==> src/rtl/cle_pkg.sv <==
package cle_pkg;

    localparam int MAX_LINE = 32;
    localparam int ADDR_W   = $clog2(MAX_LINE);
    localparam int CAP_W    = 6;

    localparam logic [7:0] CH_CR    = 8'h0d;
    localparam logic [7:0] CH_LF    = 8'h0a;
    localparam logic [7:0] CH_BS    = 8'h08;
    localparam logic [7:0] CH_DEL   = 8'h7f;
    localparam logic [7:0] CH_SPACE = 8'h20;

    localparam logic [CAP_W-1:0] CAP_RESET = CAP_W'(32);
    localparam logic [CAP_W-1:0] CAP_MAX   = CAP_W'(MAX_LINE);

    typedef enum logic [1:0] {
        KIND_ECHO   = 2'd0,
        KIND_LINE   = 2'd1,
        KIND_STATUS = 2'd2
    } t_kind;

    typedef struct packed {
        logic [7:0] rx_byte;
        logic       connected;
        logic [1:0] tx_free;
    } t_in;

    typedef struct packed {
        t_kind      kind;
        logic [7:0] data;
        logic       status;
        logic [4:0] line_length;
        logic       last;
    } t_out;

    // echo sequences
    typedef enum logic [1:0] {
        SEQ_CRLF  = 2'd0,
        SEQ_ERASE = 2'd1,
        SEQ_CHAR  = 2'd2
    } t_seq;

    // what the output register is loaded with
    typedef enum logic [1:0] {
        EM_ECHO = 2'd0,
        EM_LINE = 2'd1,
        EM_OK   = 2'd2,
        EM_FAIL = 2'd3
    } t_emit;

    typedef enum logic [2:0] {
        ST_IDLE   = 3'd0,
        ST_DECODE = 3'd1,
        ST_ECHO   = 3'd2,
        ST_RD     = 3'd3,
        ST_LINE   = 3'd4,
        ST_STAT   = 3'd5,
        ST_FAIL   = 3'd6
    } t_state;

    typedef struct packed {
        logic  load;
        logic  clr_swallow;
        logic  set_swallow;
        logic  wr_char;
        logic  dec_count;
        logic  clr_count;
        logic  seq_load;
        t_seq  seq;
        logic  idx_inc;
        logic  rd_start;
        logic  rd_issue;
        logic  rd_inc;
        logic  emit;
        t_emit emit_sel;
        logic  emit_last;
    } t_cmd;

    typedef struct packed {
        logic conn;
        logic is_cr;
        logic is_lf;
        logic is_bs;
        logic is_print;
        logic swallow;
        logic count_zero;
        logic room;
        logic echo_refused;
        logic echo_end;
        logic seq_crlf;
        logic rd_done;
        logic out_free;
    } t_sts;

    function automatic logic [7:0] echo_byte(t_seq seq, logic [1:0] idx, logic [7:0] b);
        logic [7:0] r;
        r = b;
        unique case (seq)
            SEQ_CRLF:  r = (idx == 2'd0) ? CH_CR : CH_LF;
            SEQ_ERASE: r = (idx == 2'd1) ? CH_SPACE : CH_BS;
            SEQ_CHAR:  r = b;
            default:   r = b;
        endcase
        return r;
    endfunction

    function automatic logic [1:0] seq_last_idx(t_seq seq);
        logic [1:0] r;
        r = 2'd0;
        unique case (seq)
            SEQ_CRLF:  r = 2'd1;
            SEQ_ERASE: r = 2'd2;
            SEQ_CHAR:  r = 2'd0;
            default:   r = 2'd0;
        endcase
        return r;
    endfunction

endpackage

==> src/rtl/cle_ctrl.sv <==
module cle_ctrl (
    input  logic          i_clk,
    input  logic          i_rst_n,
    input  logic          i_in_valid,
    input  cle_pkg::t_sts i_sts,
    output logic          o_ready,
    output cle_pkg::t_cmd o_cmd
);
    import cle_pkg::*;

    t_state r_state;
    t_state n_state;

    always_ff @(posedge i_clk) begin
        if (!i_rst_n) begin
            r_state <= ST_IDLE;
        end else begin
            r_state <= n_state;
        end
    end

    // next state
    always_comb begin
        n_state = r_state;
        unique case (r_state)
            ST_IDLE: begin
                if (i_in_valid) n_state = ST_DECODE;
            end
            ST_DECODE: begin
                priority if (!i_sts.conn) begin
                    n_state = ST_FAIL;
                end else if (i_sts.swallow && i_sts.is_lf) begin
                    n_state = ST_IDLE;
                end else if (i_sts.is_cr || i_sts.is_lf) begin
                    n_state = ST_ECHO;
                end else if (i_sts.is_bs) begin
                    n_state = i_sts.count_zero ? ST_IDLE : ST_ECHO;
                end else if (i_sts.is_print) begin
                    n_state = i_sts.room ? ST_ECHO : ST_IDLE;
                end else begin
                    n_state = ST_IDLE;
                end
            end
            ST_ECHO: begin
                priority if (i_sts.echo_refused) begin
                    n_state = ST_FAIL;
                end else if (i_sts.out_free && i_sts.echo_end) begin
                    n_state = i_sts.seq_crlf ? ST_RD : ST_IDLE;
                end else begin
                    n_state = ST_ECHO;
                end
            end
            ST_RD: begin
                n_state = i_sts.rd_done ? ST_STAT : ST_LINE;
            end
            ST_LINE: begin
                if (i_sts.out_free) n_state = ST_RD;
            end
            ST_STAT, ST_FAIL: begin
                if (i_sts.out_free) n_state = ST_IDLE;
            end
            default: n_state = ST_IDLE;
        endcase
    end

    // commands
    always_comb begin
        o_cmd   = '0;
        o_ready = 1'b0;
        unique case (r_state)
            ST_IDLE: begin
                o_ready    = 1'b1;
                o_cmd.load = i_in_valid;
            end
            ST_DECODE: begin
                if (i_sts.conn) begin
                    o_cmd.clr_swallow = 1'b1;
                    priority if (i_sts.swallow && i_sts.is_lf) begin
                        o_cmd.clr_swallow = 1'b1;
                    end else if (i_sts.is_cr || i_sts.is_lf) begin
                        o_cmd.set_swallow = i_sts.is_cr;
                        o_cmd.seq_load    = 1'b1;
                        o_cmd.seq         = SEQ_CRLF;
                    end else if (i_sts.is_bs) begin
                        o_cmd.dec_count = !i_sts.count_zero;
                        o_cmd.seq_load  = 1'b1;
                        o_cmd.seq       = SEQ_ERASE;
                    end else if (i_sts.is_print) begin
                        o_cmd.wr_char  = i_sts.room;
                        o_cmd.seq_load = 1'b1;
                        o_cmd.seq      = SEQ_CHAR;
                    end else begin
                        o_cmd.clr_swallow = 1'b1;
                    end
                end
            end
            ST_ECHO: begin
                if (!i_sts.echo_refused && i_sts.out_free) begin
                    o_cmd.emit      = 1'b1;
                    o_cmd.emit_sel  = EM_ECHO;
                    o_cmd.emit_last = i_sts.echo_end && !i_sts.seq_crlf;
                    o_cmd.idx_inc   = !i_sts.echo_end;
                    o_cmd.rd_start  = i_sts.echo_end && i_sts.seq_crlf;
                end
            end
            ST_RD: begin
                o_cmd.rd_issue = !i_sts.rd_done;
            end
            ST_LINE: begin
                if (i_sts.out_free) begin
                    o_cmd.emit     = 1'b1;
                    o_cmd.emit_sel = EM_LINE;
                    o_cmd.rd_inc   = 1'b1;
                end
            end
            ST_STAT: begin
                if (i_sts.out_free) begin
                    o_cmd.emit      = 1'b1;
                    o_cmd.emit_sel  = EM_OK;
                    o_cmd.emit_last = 1'b1;
                    o_cmd.clr_count = 1'b1;
                end
            end
            ST_FAIL: begin
                if (i_sts.out_free) begin
                    o_cmd.emit      = 1'b1;
                    o_cmd.emit_sel  = EM_FAIL;
                    o_cmd.emit_last = 1'b1;
                    o_cmd.clr_count = 1'b1;
                end
            end
            default: begin
                o_cmd = '0;
            end
        endcase
    end

endmodule

==> src/rtl/cle_dpath.sv <==
module cle_dpath (
    input  logic                      i_clk,
    input  logic                      i_rst_n,
    input  logic                      i_cfg_wr_en,
    input  logic [cle_pkg::CAP_W-1:0] i_cfg_wr_data,
    input  cle_pkg::t_in              i_in_data,
    input  logic                      i_out_stall,
    input  cle_pkg::t_cmd             i_cmd,
    output cle_pkg::t_sts             o_sts,
    output logic                      o_out_valid,
    output cle_pkg::t_out             o_out_data
);
    import cle_pkg::*;

    logic [CAP_W-1:0]  r_cap;
    t_in               r_in;
    logic [ADDR_W-1:0] r_count;
    logic              r_swallow;
    t_seq              r_seq;
    logic [1:0]        r_idx;
    logic [ADDR_W-1:0] r_rd_idx;
    logic [7:0]        r_rd_data;
    logic [7:0]        r_store [MAX_LINE];
    t_out              r_out;
    logic              r_out_valid;

    logic [CAP_W-1:0]  cap_eff;
    logic [CAP_W-1:0]  count_next;
    logic [7:0]        b;
    t_out              n_out;

    assign b          = r_in.rx_byte;
    assign cap_eff    = (r_cap > CAP_MAX) ? CAP_MAX : r_cap;
    assign count_next = CAP_W'(r_count) + CAP_W'(1);

    assign o_sts.conn         = r_in.connected;
    assign o_sts.is_cr        = (b == CH_CR);
    assign o_sts.is_lf        = (b == CH_LF);
    assign o_sts.is_bs        = (b == CH_BS) || (b == CH_DEL);
    assign o_sts.is_print     = (b >= CH_SPACE) && (b != CH_DEL);
    assign o_sts.swallow      = r_swallow;
    assign o_sts.count_zero   = (r_count == '0);
    assign o_sts.room         = (count_next < cap_eff);
    assign o_sts.echo_refused = (r_idx >= r_in.tx_free);
    assign o_sts.echo_end     = (r_idx == seq_last_idx(r_seq));
    assign o_sts.seq_crlf     = (r_seq == SEQ_CRLF);
    assign o_sts.rd_done      = (r_rd_idx == r_count);
    assign o_sts.out_free     = !r_out_valid || !i_out_stall;

    always_ff @(posedge i_clk) begin
        if (!i_rst_n) begin
            r_cap       <= CAP_RESET;
            r_count     <= '0;
            r_swallow   <= 1'b0;
            r_out_valid <= 1'b0;
        end else begin
            if (i_cfg_wr_en) r_cap <= i_cfg_wr_data;

            if (i_cmd.set_swallow) begin
                r_swallow <= 1'b1;
            end else if (i_cmd.clr_swallow) begin
                r_swallow <= 1'b0;
            end

            priority if (i_cmd.clr_count) begin
                r_count <= '0;
            end else if (i_cmd.wr_char) begin
                r_count <= r_count + ADDR_W'(1);
            end else if (i_cmd.dec_count) begin
                r_count <= r_count - ADDR_W'(1);
            end

            if (i_cmd.emit) begin
                r_out_valid <= 1'b1;
            end else if (!i_out_stall) begin
                r_out_valid <= 1'b0;
            end
        end
    end

    // payload registers
    always_ff @(posedge i_clk) begin
        if (i_cmd.load) r_in <= i_in_data;
        if (i_cmd.seq_load) begin
            r_seq <= i_cmd.seq;
            r_idx <= 2'd0;
        end else if (i_cmd.idx_inc) begin
            r_idx <= r_idx + 2'd1;
        end
        if (i_cmd.rd_start) begin
            r_rd_idx <= '0;
        end else if (i_cmd.rd_inc) begin
            r_rd_idx <= r_rd_idx + ADDR_W'(1);
        end
        if (i_cmd.emit) r_out <= n_out;
    end

    // line store
    always_ff @(posedge i_clk) begin
        if (i_cmd.wr_char) r_store[r_count] <= b;
    end

    always_ff @(posedge i_clk) begin
        if (i_cmd.rd_issue) r_rd_data <= r_store[r_rd_idx];
    end

    always_comb begin
        n_out      = '0;
        n_out.last = i_cmd.emit_last;
        unique case (i_cmd.emit_sel)
            EM_ECHO: begin
                n_out.kind = KIND_ECHO;
                n_out.data = echo_byte(r_seq, r_idx, b);
            end
            EM_LINE: begin
                n_out.kind = KIND_LINE;
                n_out.data = r_rd_data;
            end
            EM_OK: begin
                n_out.kind        = KIND_STATUS;
                n_out.line_length = 5'(r_count);
            end
            EM_FAIL: begin
                n_out.kind   = KIND_STATUS;
                n_out.status = 1'b1;
            end
            default: begin
                n_out.kind = KIND_STATUS;
            end
        endcase
    end

    assign o_out_valid = r_out_valid;
    assign o_out_data  = r_out;

endmodule

==> src/rtl/console_line_editor_unit.sv <==
// console line editor: canonical-mode line editing with echo for a uart
// receive stream. one beat in carries a received byte, the terminal-present
// flag and the number of echo bytes the transmitter can take; it gives zero
// or more beats out (echo bytes, the stored line, a status beat), the final
// one flagged last. items are handled one at a time: the input stalls once
// an item is accepted until its last result beat is loaded into the output
// register, or until decode drops an item that gives no beat. a plain byte
// is decoded, then its echo bytes are loaded into the output register in
// turn; a line end is decoded and echoed as cr and lf, then each stored
// byte is read out (a registered read of the line store followed by the
// output load) and the status beat follows (the end-of-line read check,
// then the load). a full line holds 31 bytes.
// line_capacity is written through i_cfg_wr_en / i_cfg_wr_data and must
// only change while the block is idle; values above 32 act as 32
module console_line_editor_unit (
    input  logic                      i_clk,
    input  logic                      i_rst_n,
    input  logic                      i_cfg_wr_en,
    input  logic [cle_pkg::CAP_W-1:0] i_cfg_wr_data,
    input  logic                      i_in_valid,
    output logic                      o_in_stall,
    input  cle_pkg::t_in              i_in_data,
    output logic                      o_out_valid,
    input  logic                      i_out_stall,
    output cle_pkg::t_out             o_out_data
);
    import cle_pkg::*;

    t_cmd cmd;
    t_sts sts;
    logic ready;

    // sequencer: decode, echo walk, line read-out, status
    cle_ctrl u_ctrl (
        .i_clk      (i_clk),
        .i_rst_n    (i_rst_n),
        .i_in_valid (i_in_valid),
        .i_sts      (sts),
        .o_ready    (ready),
        .o_cmd      (cmd)
    );

    // input latch, line store, counters and the output register
    cle_dpath u_dpath (
        .i_clk         (i_clk),
        .i_rst_n       (i_rst_n),
        .i_cfg_wr_en   (i_cfg_wr_en),
        .i_cfg_wr_data (i_cfg_wr_data),
        .i_in_data     (i_in_data),
        .i_out_stall   (i_out_stall),
        .i_cmd         (cmd),
        .o_sts         (sts),
        .o_out_valid   (o_out_valid),
        .o_out_data    (o_out_data)
    );

    // stall whenever an item is still in flight
    assign o_in_stall = !ready;

endmodule

==> config.mk <==
export PLATFORM = sky130hd
export DESIGN_NAME = console_line_editor_unit
export DESIGN_NICKNAME = d
export VERILOG_FILES = /design/src/rtl/cle_pkg.sv /design/src/rtl/cle_ctrl.sv /design/src/rtl/cle_dpath.sv /design/src/rtl/console_line_editor_unit.sv
export SDC_FILE = /design/constraint.sdc
export NUM_CORES = 1
export LEC_CHECK = 0
export ABC_AREA = 0
export BUFFER_PORTS_ARGS = -buffer_cell sky130_fd_sc_hd__buf_2
export CORE_UTILIZATION = 35
export CTS_CLUSTER_SIZE = 10
export DETAILED_ROUTE_END_ITERATION = 16
export GPL_TIMING_DRIVEN = 0
export PLACE_DENSITY = 0.58
export SYNTH_ARGS = -nofsm -noshare
export SYNTH_HDL_FRONTEND = slang
export SYNTH_SLANG_ARGS = --single-unit
==> constraint.sdc <==
create_clock -name i_clk -period 4.4 [get_ports i_clk]
set_input_delay 0.88 -clock i_clk [delete_from_list [all_inputs] [get_ports i_clk]]
set_output_delay 0.88 -clock i_clk [all_outputs]
set_load 0.01 [all_outputs]
==> metrics.yaml, run 1 <==
sta:
  setup_slack_ns: 0.391
  report.final.slew_viol_count: 0
  setup_viol: 0
  fin_crit_sh_pct: 91.1
  worst_pin_slew_ns: 1.31
  rsz0062_at_grt: "false"
  relSlewSlack_pct: 13.0
  clock_skew_ns: 0.0141
  hold_viol: 0
  max_freq_mhz: 249
  min_period_ns: 4.01
  tns_ns: 0
die:
  coreArea_um2: 36500
  die_w_um: 194
  initial_core_util_pct: 35.5
  die_h_um: 194
  rows: 70
  num_io_pins: 41
  dieArea_um2: 37800
route:
  antenna_left: 0
  drcViolationCount: 0
  routed_wl_mm: 28.6
  vias: 6592
  drtIter0Drc: 574
  routedWlPerCell_um: 22.6
  first_pass_iters: 7
  via_per_inst: 5.22
synth:
  syn_area_um2: 13000
  syn_inst: 693
  synth_common_cells: "edfxtp_1 (294), mux4_2 (80), nor2_1 (59), nand2_1 (28), dfxtp_1 (23)"
  ys.flop_type: "edfxtp_1"
  yosysWarnings: 0
  synth_most_common_cell: "edfxtp_1"
  ys_types: 57
  post_synth.cell_area_avg_um2: 18.7
  synth_fp_nets: 733
  synthArstFlopShare_pct: 0
  synth_edf_count: 294
  ys_ff_latch: 317
  yosysSeqAreaShare_pct: 71.7
  netlist.area_leader.share_pct: 68.2
  synth.largest_area_cell: "edfxtp_1"
  yosys-top-cells-area: "edfxtp_1 (68%), mux4_2 (14%), dfxtp_1 (3.6%), nor2_1 (1.7%), ha_1 (1.6%)"
worst_setup_path:
  worstSetupPathType: "reg -> reg"
  worstPathArrival_ns: 4.15
  worstPathCellList: "inv_1 > ha_1 > ha_1 > nor4bb_1 > o21ai_1 > a211o_1 > nor2_1 > nand2_1 > nor2_1"
  cp_slowest_cell: "nor2_1"
  cp_max_fo: 8
  slowest_delay_ns: 0.79
  cp.required_ns: 4.54
  worst_setup_path_end_kind: "register"
  cp-start-kind: "register"
global_route:
  antenna_found_initial: 0
  grt_start_max_net_pins: 39
  overflow: 0
  grt_use_total_pct: 15.6
  grt_pass1_vias: 6681
  grt_pass1_wl_mm: 43.2
pwr:
  power_density_nw_per_um2: 614
  ir_drop_mv: 0.331
  internal-power_mw: 6.46
  pwr-share-comb_pct: 27.9
  p_sw_mw: 2.75
  p_clk_share_pct: 30.2
  power_frac_seq_pct: 42.0
  switching_share_pct: 29.9
  p_leak_nw: 4.84
status:
  outcome: "finished, final reports clean"
layout:
  num_antenna_cells: 0
  nets: 819
  n_fill_cell: 3226
  multi_input_area_um2: 3480
  fin_cells: 1264
  drive_gt1_share_pct: 25.6
  seq_area_um2: 9290
  area_growth_pct: 15.9
place:
  place_congestion: 0.757
  placement.io_buffers: 39
  hpwlAfterDp_mm: 18.1
  dp.cells: 1201
  dpl_worst_slack_ns: 0.0739
run:
  maxCapViolCount: 0
clock_tree:
  root_buffer: "clkbuf_16"
  clk_pin_slew_ns: 0.06
  clkLatencyLatePin_ns: 0.52
  clockBufferDepth: 3
  numCtsBuffers: 38
  clkSinkCount: 317
  cts_tree: "built"
  htree_levels: 2
  postCtsSetupRepairBufs: 0
min_path:
  min_path_type: "reg -> reg"
==> what timing repair did <==
| item | CTS | global route |
|---|---|---|
| hold buffers | 0 | 0 |
| setup endpoints to repair | 0 | 257 |
| gates resized for setup | 0 | 15 |
==> registers in the layout (all words and copies together) (netlist names), 3 cells and up <==
signal	cells
u_ctrl.r_state	3
u_dpath.r_count	5
u_dpath.r_cap	6
u_dpath.r_rd_idx	5
u_dpath.o_out_data	17
u_dpath.r_store	256
u_dpath.r_rd_data	8
u_dpath.b	8
==> per-layer routing <==
metal	vias to the layer above	GRT usage [%]	part of all wire [%]
met2	189	25.2	48
met4	0	4.85	2.1
met5	-	0	0
met3	42	2.81	5.1
li1	2951	-	-
met1	3410	21.4	45
==> logic make-up (layout without fill, tap and decap cells) <==
kind of cell | count (synthesis) | in the layout | share of synthesized area [%]
DFF | 317 | 317 | 71.7
xor gates and xnor gates | 15 | 15 | 1.01
AOI/OAI and AO/OA | 51 | 51 | 2.86
and+or+nand+nor | 151 | 151 | 5.75
buffers and inverters | 44 | 147 | 1.56
adders and majority gates | 18 | 18 | 1.80
muxes | 97 | 97 | 15.3
==> placed cells by master (no fill, tap or decap), types with 4 or more instances in the layout <==
cell / Yosys / layout
a22o_1: 4 / 4
nand2b_1: 7 / 7
nor3_1: 11 / 11
buf_2: 5 / 44
buf_16: 0 / 6
mux2i_1: 8 / 8
nand3b_1: 4 / 4
mux4_2: 80 / 80
inv_1: 12 / 12
xor2_1: 6 / 6
nor2_1: 59 / 50
nand2_1: 28 / 28
dfxtp_1: 23 / 23
and2_1: 5 / 5
a21oi_1: 6 / 6
nor2b_1: 8 / 8
nor2_2: 0 / 9
xnor2_1: 9 / 9
nand4_1: 4 / 4
o21ai_0: 9 / 9
buf_1: 4 / 4
nand3_1: 6 / 6
mux2_2: 9 / 9
clkbuf_16: 0 / 39
buf_6: 4 / 4
a32o_1: 4 / 4
edfxtp_1: 294 / 294
clkbuf_1: 19 / 30
ha_1: 17 / 17
==> cell type report <==
cell class / instances / area share (%)
Tap cell: 468 / 3.90
Sequential cell: 317 / 61.9
Buffer: 32 / 1.07
Timing Repair Buffer: 46 / 2.50
Multi-Input combinational cell: 332 / 23.2
Clock inverter: 4 / 0.283
Inverter: 12 / 0.300
Clock buffer: 53 / 6.85
==> per-stage QoR <==
| step | cell area [um^2] | power [mW] | hold slack [ns] | util, % |
|---|---|---|---|---|
| after global placement | 13700 | 6.42 | 0.444 | 37.6 |
| after floorplan | 13000 | 5.57 | 0.432 | - |
| after CTS | 14800 | 9.24 | 0.461 | 40.6 |
| final | 15000 | 9.22 | 0.464 | 41.1 |
| after detailed placement | 13800 | 6.45 | 0.452 | 37.7 |
| after global routing | 15000 | 9.61 | 0.509 | 41.1 |
==> critical path: cells and delay by family (launching register included) <==
kind / cells / cell delay, ns
simple gates: 4 / 1.90
flops: 1 / 0.54
fa+ha+maj: 2 / 0.54
compound gates: 2 / 0.45
buf+inv: 1 / 0.18
==> power groups by stage <==
stage / clock network [mW] / registers, mW / logic, mW
after floorplan: 0 / 3.90 / 1.67
after global placement: 0 / 4.04 / 2.38
after detailed placement: 0 / 4.04 / 2.41
after CTS: 2.84 / 3.98 / 2.42
after global routing: 2.95 / 3.89 / 2.77
final: 2.78 / 3.87 / 2.57
==> path summary, 6_finish.rpt <==
path | start | to | slack, ns | cells past startpoint
worst max-delay path | u_dpath.r_count[1] | u_dpath.r_store[28][0] | 0.39 | 9
worst min register to register | u_dpath.r_swallow | u_dpath.r_swallow | 0.46 | 2
worst min-delay path | u_dpath.r_swallow | u_dpath.r_swallow | 0.46 | 2
worst max register to register | u_dpath.r_count[1] | u_dpath.r_store[28][0] | 0.39 | 9
(Power assumes the default switching activity.)
==> run 2, diff against run 1 <==
--- a/config.mk
+++ b/config.mk
@@ -5,13 +5,12 @@
 export SDC_FILE = /design/constraint.sdc
 export NUM_CORES = 1
 export LEC_CHECK = 0
-export ABC_AREA = 0
 export BUFFER_PORTS_ARGS = -buffer_cell sky130_fd_sc_hd__buf_2
 export CORE_UTILIZATION = 35
 export CTS_CLUSTER_SIZE = 10
 export DETAILED_ROUTE_END_ITERATION = 16
 export GPL_TIMING_DRIVEN = 0
-export PLACE_DENSITY = 0.58
+export PLACE_DENSITY = 0.56
 export SYNTH_ARGS = -nofsm -noshare
 export SYNTH_HDL_FRONTEND = slang
 export SYNTH_SLANG_ARGS = --single-unit
==> run 2 against run 1 <==
Total power decreased by 0.88%. Critical path type unchanged. Non-clock buffer count is 2 lower. Cell area is 0.37% lower. Via count fell by 1.3%. Sequential share of layout area rose by 0.23 points. Combinational power shrank 3%. Clock power decreased by 1%.
==> metrics.yaml, run 2 (synthesized netlist as in run 1, its figures left out) <==
status:
  outcome: "finished, final reports clean"
sta:
  min_period_ns: 4.29  # +0.277 ns
  max_freq_mhz: 233  # -6.5%
  worst_pin_slew_ns: 1.37  # +0.0618 ns
  rsz0062_at_grt: "true"
  clock_skew_ns: 0.0242  # +0.0101 ns
  setup_viol: 0  # unchanged
  report.final.slew_viol_count: 0  # unchanged
  fin_crit_sh_pct: 97.4  # +6.3 points
  hold_viol: 0  # unchanged
  relSlewSlack_pct: 8.86  # -4.1 points
layout:
  seq_area_um2: 9290  # unchanged
  drive_gt1_share_pct: 25.5  # -0.12 points
  n_fill_cell: 3203  # -0.71%
  multi_input_area_um2: 3490  # about the same
  most-common-layout-cells: "edfxtp_1 (294), mux4_2 (80), nor2_1 (49)"
  largest_reg_flops: 256  # unchanged
  final_common_cell: "edfxtp_1"
  num_antenna_cells: 0  # unchanged
  fin_util_pct: 40.9  # -0.15 points
  fin_cells: 1256  # -0.63%
  regMostFlops: "u_dpath.r_store"
  area_growth_pct: 15.5
  nets: 817  # -0.24%
route:
  via_per_inst: 5.18  # -0.66%
  drtIter0Drc: 480  # -16%
  routed_wl_mm: 28.0  # -2.3%
  drcViolationCount: 0  # unchanged
  vias: 6507  # -1.3%
  routedWlPerCell_um: 22.3  # -1.7%
  antenna_left: 0  # unchanged
  first_pass_iters: 4  # -3
clock_tree:
  clkLatencyLatePin_ns: 0.54  # +0.02 ns
  clk_pin_slew_ns: 0.06  # about the same
  postCtsHoldBufs: 0  # unchanged
  numCtsBuffers: 38  # unchanged
  clkSinkCount: 317  # unchanged
  post_cts_resized: 0  # unchanged
  cts_tree: "built"
  htree_levels: 2  # unchanged
  root_buffer: "clkbuf_16"
  postCtsSetupRepairBufs: 0  # unchanged
  clockBufferDepth: 3  # unchanged
pwr:
  power_density_nw_per_um2: 611  # -0.51%
  p_leak_nw: 4.81  # -0.67%
  ir_drop_mv: 0.269  # -19%
min_path:
  min_path_type: "reg -> reg"
worst_setup_path:
  cp_slowest_cell: "nor2_1"
  worstSetupPathType: "reg -> reg"
  crit_family: "simple AND/OR/NAND/NOR gates"
  cp_num_buf_inv: 1  # unchanged
  worstPathCellList: "clkbuf_1 > nand3_1 > nor3_1 > ha_1 > o211a_1 > a211o_1 > nor2_1 > nand2_1 > nor2_1"
  worstPathArrival_ns: 4.43  # +0.28 ns
  timing.critical_path.mode_cell: "nor2_1"
  r2r_setup_slack_ns: 0.11  # -0.28 ns
  cp.required_ns: 4.55  # about the same
  cp_max_fo: 10  # +2
  cp-start-kind: "register"
  slowest_delay_ns: 0.80  # about the same
  worst_setup_path_end_kind: "register"
place:
  dp.cells: 1200  # -0.083%
  hpwlAfterDp_mm: 18.1  # about the same
  placement.io_buffers: 39  # unchanged
  place_congestion: 0.767  # +1.3%
die:
  die_h_um: 194  # unchanged
  coreArea_um2: 36500  # unchanged
  num_io_pins: 41  # unchanged
  initial_core_util_pct: 35.5  # unchanged
  rows: 70  # unchanged
  dieArea_um2: 37800  # unchanged
  die_w_um: 194  # unchanged
global_route:
  grt_start_max_net_pins: 39  # unchanged
  grt_pass1_vias: 6750  # +1.0%
  grt_pass1_wl_mm: 42.3  # -1.9%
  overflow: 0  # unchanged
  antenna_found_initial: 0  # unchanged
  grt_use_total_pct: 15.2  # -0.36 points
run:
  maxCapViolCount: 0  # unchanged
run 2: final timing paths:
check                startpoint                      to  cells after the start
max          u_dpath.r_count[2]  u_dpath.r_store[19][4]                      9
min           u_dpath.r_swallow       u_dpath.r_swallow                      2
max reg2reg  u_dpath.r_count[2]  u_dpath.r_store[19][4]                      9
min reg2reg   u_dpath.r_swallow       u_dpath.r_swallow                      2
run 2: cell type report:
cell class | instances | area share, %
clock buffer | 44 | 6.64
inverter | 12 | 0.301
multi-input combinational | 332 | 23.3
timing repair buffer | 44 | 2.14
sequential | 317 | 62.1
buffer | 32 | 1.05
tap | 468 | 3.92
clock inverter | 7 | 0.519
run 2: per-layer routing:
| metal | routed length, um | track usage (%) | vias up |
|---|---|---|---|
| met2 | 13500 | 24.5 | 127 |
| met5 | 0 | 0 | - |
| met4 | 519 | 5.26 | 0 |
| met3 | 1010 | 2.27 | 40 |
| li1 | - | - | 2950 |
| met1 | 12900 | 21.0 | 3390 |
run 2: worst reg2reg max path, delay by kind of cell (launching register included):
family	cells	cell delay, ns
DFF	1	0.40
adders and majority gates	1	0.29
and+or+nand+nor	5	2.29
buffers and inverters	1	0.44
AOI/OAI and AO/OA	2	0.48
run 2: per-stage QoR:
stage	total power, mW	cell area, um^2	setup slack (ns)	TNS [ns]	hold slack (ns)
floorplan	5.57	13000	1.06	0	0.432
global placement	6.42	13700	0.105	0	0.447
detailed placement	6.43	13700	0.0650	0	0.447
CTS	9.18	14800	0.0368	0	0.456
global route	9.52	15000	-0.129	-14.38	0.498
finish	9.13	15000	0.114	0	0.458
run 2: power breakdown:
part	switching [mW]	total, mW	internal, mW	leakage [nW]
combinational	1.33	2.49	1.16	1.45
clock	1.15	2.74	1.59	0.519
sequential	0.236	3.90	3.66	2.84
total	2.72	9.13	6.42	4.81
==> run 3, diff against run 2 <==
--- a/config.mk
+++ b/config.mk
@@ -5,11 +5,11 @@
 export SDC_FILE = /design/constraint.sdc
 export NUM_CORES = 1
 export LEC_CHECK = 0
+export ABC_AREA = 0
 export BUFFER_PORTS_ARGS = -buffer_cell sky130_fd_sc_hd__buf_2
 export CORE_UTILIZATION = 35
 export CTS_CLUSTER_SIZE = 10
 export DETAILED_ROUTE_END_ITERATION = 16
-export GPL_TIMING_DRIVEN = 0
 export PLACE_DENSITY = 0.56
 export SYNTH_ARGS = -nofsm -noshare
 export SYNTH_HDL_FRONTEND = slang
==> run 3 against run 2 <==
Sequential share of layout area up 0.065 points. Register-to-register slack better by 0.47 ns. Critical path depth unchanged. Largest cell class unchanged. Largest power group unchanged.
==> metrics.yaml, run 3 (synthesized netlist as in run 1, its figures left out) <==
die:
  initial_core_util_pct: 35.5  # unchanged
  num_io_pins: 41  # unchanged
  die_h_um: 194  # unchanged
  dieArea_um2: 37800  # unchanged
  coreArea_um2: 36500  # unchanged
  die_w_um: 194  # unchanged
  rows: 70  # unchanged
clock_tree:
  htree_levels: 2  # unchanged
  clkSinkCount: 317  # unchanged
  root_buffer: "clkbuf_16"
  clkLatencyLatePin_ns: 0.52  # -0.02 ns
  clockBufferDepth: 3  # unchanged
  cts_tree: "built"
  numCtsBuffers: 38  # unchanged
  post_cts_resized: 0  # unchanged
  postCtsHoldBufs: 0  # unchanged
  postCtsSetupRepairBufs: 0  # unchanged
  clk_pin_slew_ns: 0.06  # about the same
route:
  antenna_left: 0  # unchanged
  first_pass_iters: 4  # unchanged
  drcViolationCount: 0  # unchanged
  via_per_inst: 5.25  # +1.3%
  routedWlPerCell_um: 23.1  # +3.7%
  vias: 6621  # +1.8%
  drtIter0Drc: 483  # +0.63%
  routed_wl_mm: 29.1  # +4.1%
worst_setup_path:
  r2r-start: "u_dpath.r_count[0]"
  cp_max_fo: 9  # -1
  slowest_delay_ns: 0.68  # -0.12 ns
  cp_slowest_cell: "nor2_1"
  cp.required_ns: 4.54  # about the same
  worstPathCellList: "inv_1 > ha_1 > ha_1 > nor4bb_1 > o21ai_1 > a211o_1 > nor2_1 > nand2_1 > nor2_1"
  cp-start-kind: "register"
  crit_start: "u_dpath.r_count[0]"
  worst_setup_path_end_kind: "register"
  worstPathArrival_ns: 3.96  # -0.47 ns
  worstSetupPathType: "reg -> reg"
place:
  hpwlAfterDp_mm: 19.0  # +4.7%
  place_area_um2: 13900  # +1.2%
  placement.io_buffers: 40  # +2.6%
  place_congestion: 0.797  # +3.9%
sta:
  worst_pin_slew_ns: 1.13  # -0.239 ns
  rsz0062_at_grt: "false"
  min_period_ns: 3.82  # -0.467 ns
  report.final.slew_viol_count: 0  # unchanged
  max_freq_mhz: 262  # +12%
  fin_crit_sh_pct: 86.8  # -11 points
  setup_viol: 0  # unchanged
  hold_viol: 0  # unchanged
  relSlewSlack_pct: 24.7  # +16 points
  fin_hold_ws_ns: 0.451  # -0.00699 ns
  clock_skew_ns: 0.0120  # -0.0122 ns
  tns_ns: 0  # unchanged
layout:
  final_common_cell: "edfxtp_1"
  fin_area_um2: 14900  # about the same
  nets: 822  # +0.61%
  most-common-layout-cells: "edfxtp_1 (294), mux4_2 (80), nor2_1 (59)"
  area_growth_pct: 15.4  # about the same
  drive_gt1_share_pct: 27.6  # +2.1 points
  fin_util_pct: 40.9  # about the same
  num_antenna_cells: 0  # unchanged
  largest_reg_flops: 256  # unchanged
  regMostFlops: "u_dpath.r_store"
min_path:
  min_path_type: "reg -> reg"
  hp-start: "u_dpath.r_swallow"
pwr:
  p_leak_nw: 4.88  # +1.6%
  power_density_nw_per_um2: 606  # -0.85%
  ir_drop_mv: 0.239  # -11%
global_route:
  grt_use_total_pct: 15.8  # +0.58 points
  overflow: 0  # unchanged
  antenna_found_initial: 0  # unchanged
  grt_pass1_vias: 6745  # -0.074%
  grt_pass1_wl_mm: 44.1  # +4.1%
  grt_start_max_net_pins: 35  # -10%
run:
  maxCapViolCount: 0  # unchanged
status:
  outcome: "finished, final reports clean"
-- run 3: changes by cell type in the layout (fill, tap and decap cells not counted), sizes merged --
cell / delta
clkinv: -5
clkbuf: -16
inv: +1
buf: +24
bufinv: +1
-- run 3: area by class of cell --
| class | instances | area [um^2] |
|---|---|---|
| clock buffer | 47 | 1010 |
| clock inverter | 4 | 47.5 |
| fill | 3194 | 21600 |
| inverter | 12 | 45.0 |
| multi-input combinational | 332 | 3460 |
| sequential | 317 | 9290 |
| tap | 468 | 586 |
| timing repair buffer | 81 | 508 |
-- run 3: metrics by stage --
step | total power, mW | std cells | setup slack (ns)
finish | 9.05 | 1261 | 0.581
global placement | 6.40 | 1210 | 0.654
detailed placement | 6.40 | 1210 | 0.571
floorplan | 5.57 | 693 | 1.06
global route | 9.44 | 1261 | 0.242
CTS | 9.16 | 1261 | 0.567
-- run 3: final timing paths --
| path | endpoint | slack [ns] | cells after the start |
|---|---|---|---|
| min | u_dpath.r_swallow | 0.45 | 2 |
| min reg2reg | u_dpath.r_swallow | 0.45 | 2 |
| max | u_dpath.r_store[12][1] | 0.58 | 9 |
| max reg2reg | u_dpath.r_store[12][1] | 0.58 | 9 |
-- run 3: power breakdown --
| group | internal, mW | switching (mW) |
|---|---|---|
| Combinational | 1.10 | 1.15 |
| Clock | 1.65 | 1.11 |
| Sequential | 3.66 | 0.378 |
| Total | 6.41 | 2.64 |
-- run 3: worst max-delay path: cells and delay by family, from the launching register on --
| family | cells | cell delay [ns] |
|---|---|---|
| fa+ha+maj | 2 | 0.53 |
| buf+inv | 1 | 0.17 |
| compound gates | 2 | 0.44 |
| flops | 1 | 0.53 |
| simple gates | 4 | 1.77 |
-- run 3: metal layers --
layer  share of wire, %  vias to the layer above  global-route usage [%]  routed length (um)
li1                   -                     2957                       -                   -
met1                 45                     3411                    22.1               13200
met2                 47                      195                    24.9               13700
met3                4.7                       58                    2.65                1360
met4                2.8                        0                    5.61                 824
met5                  0                        -                       0                   0
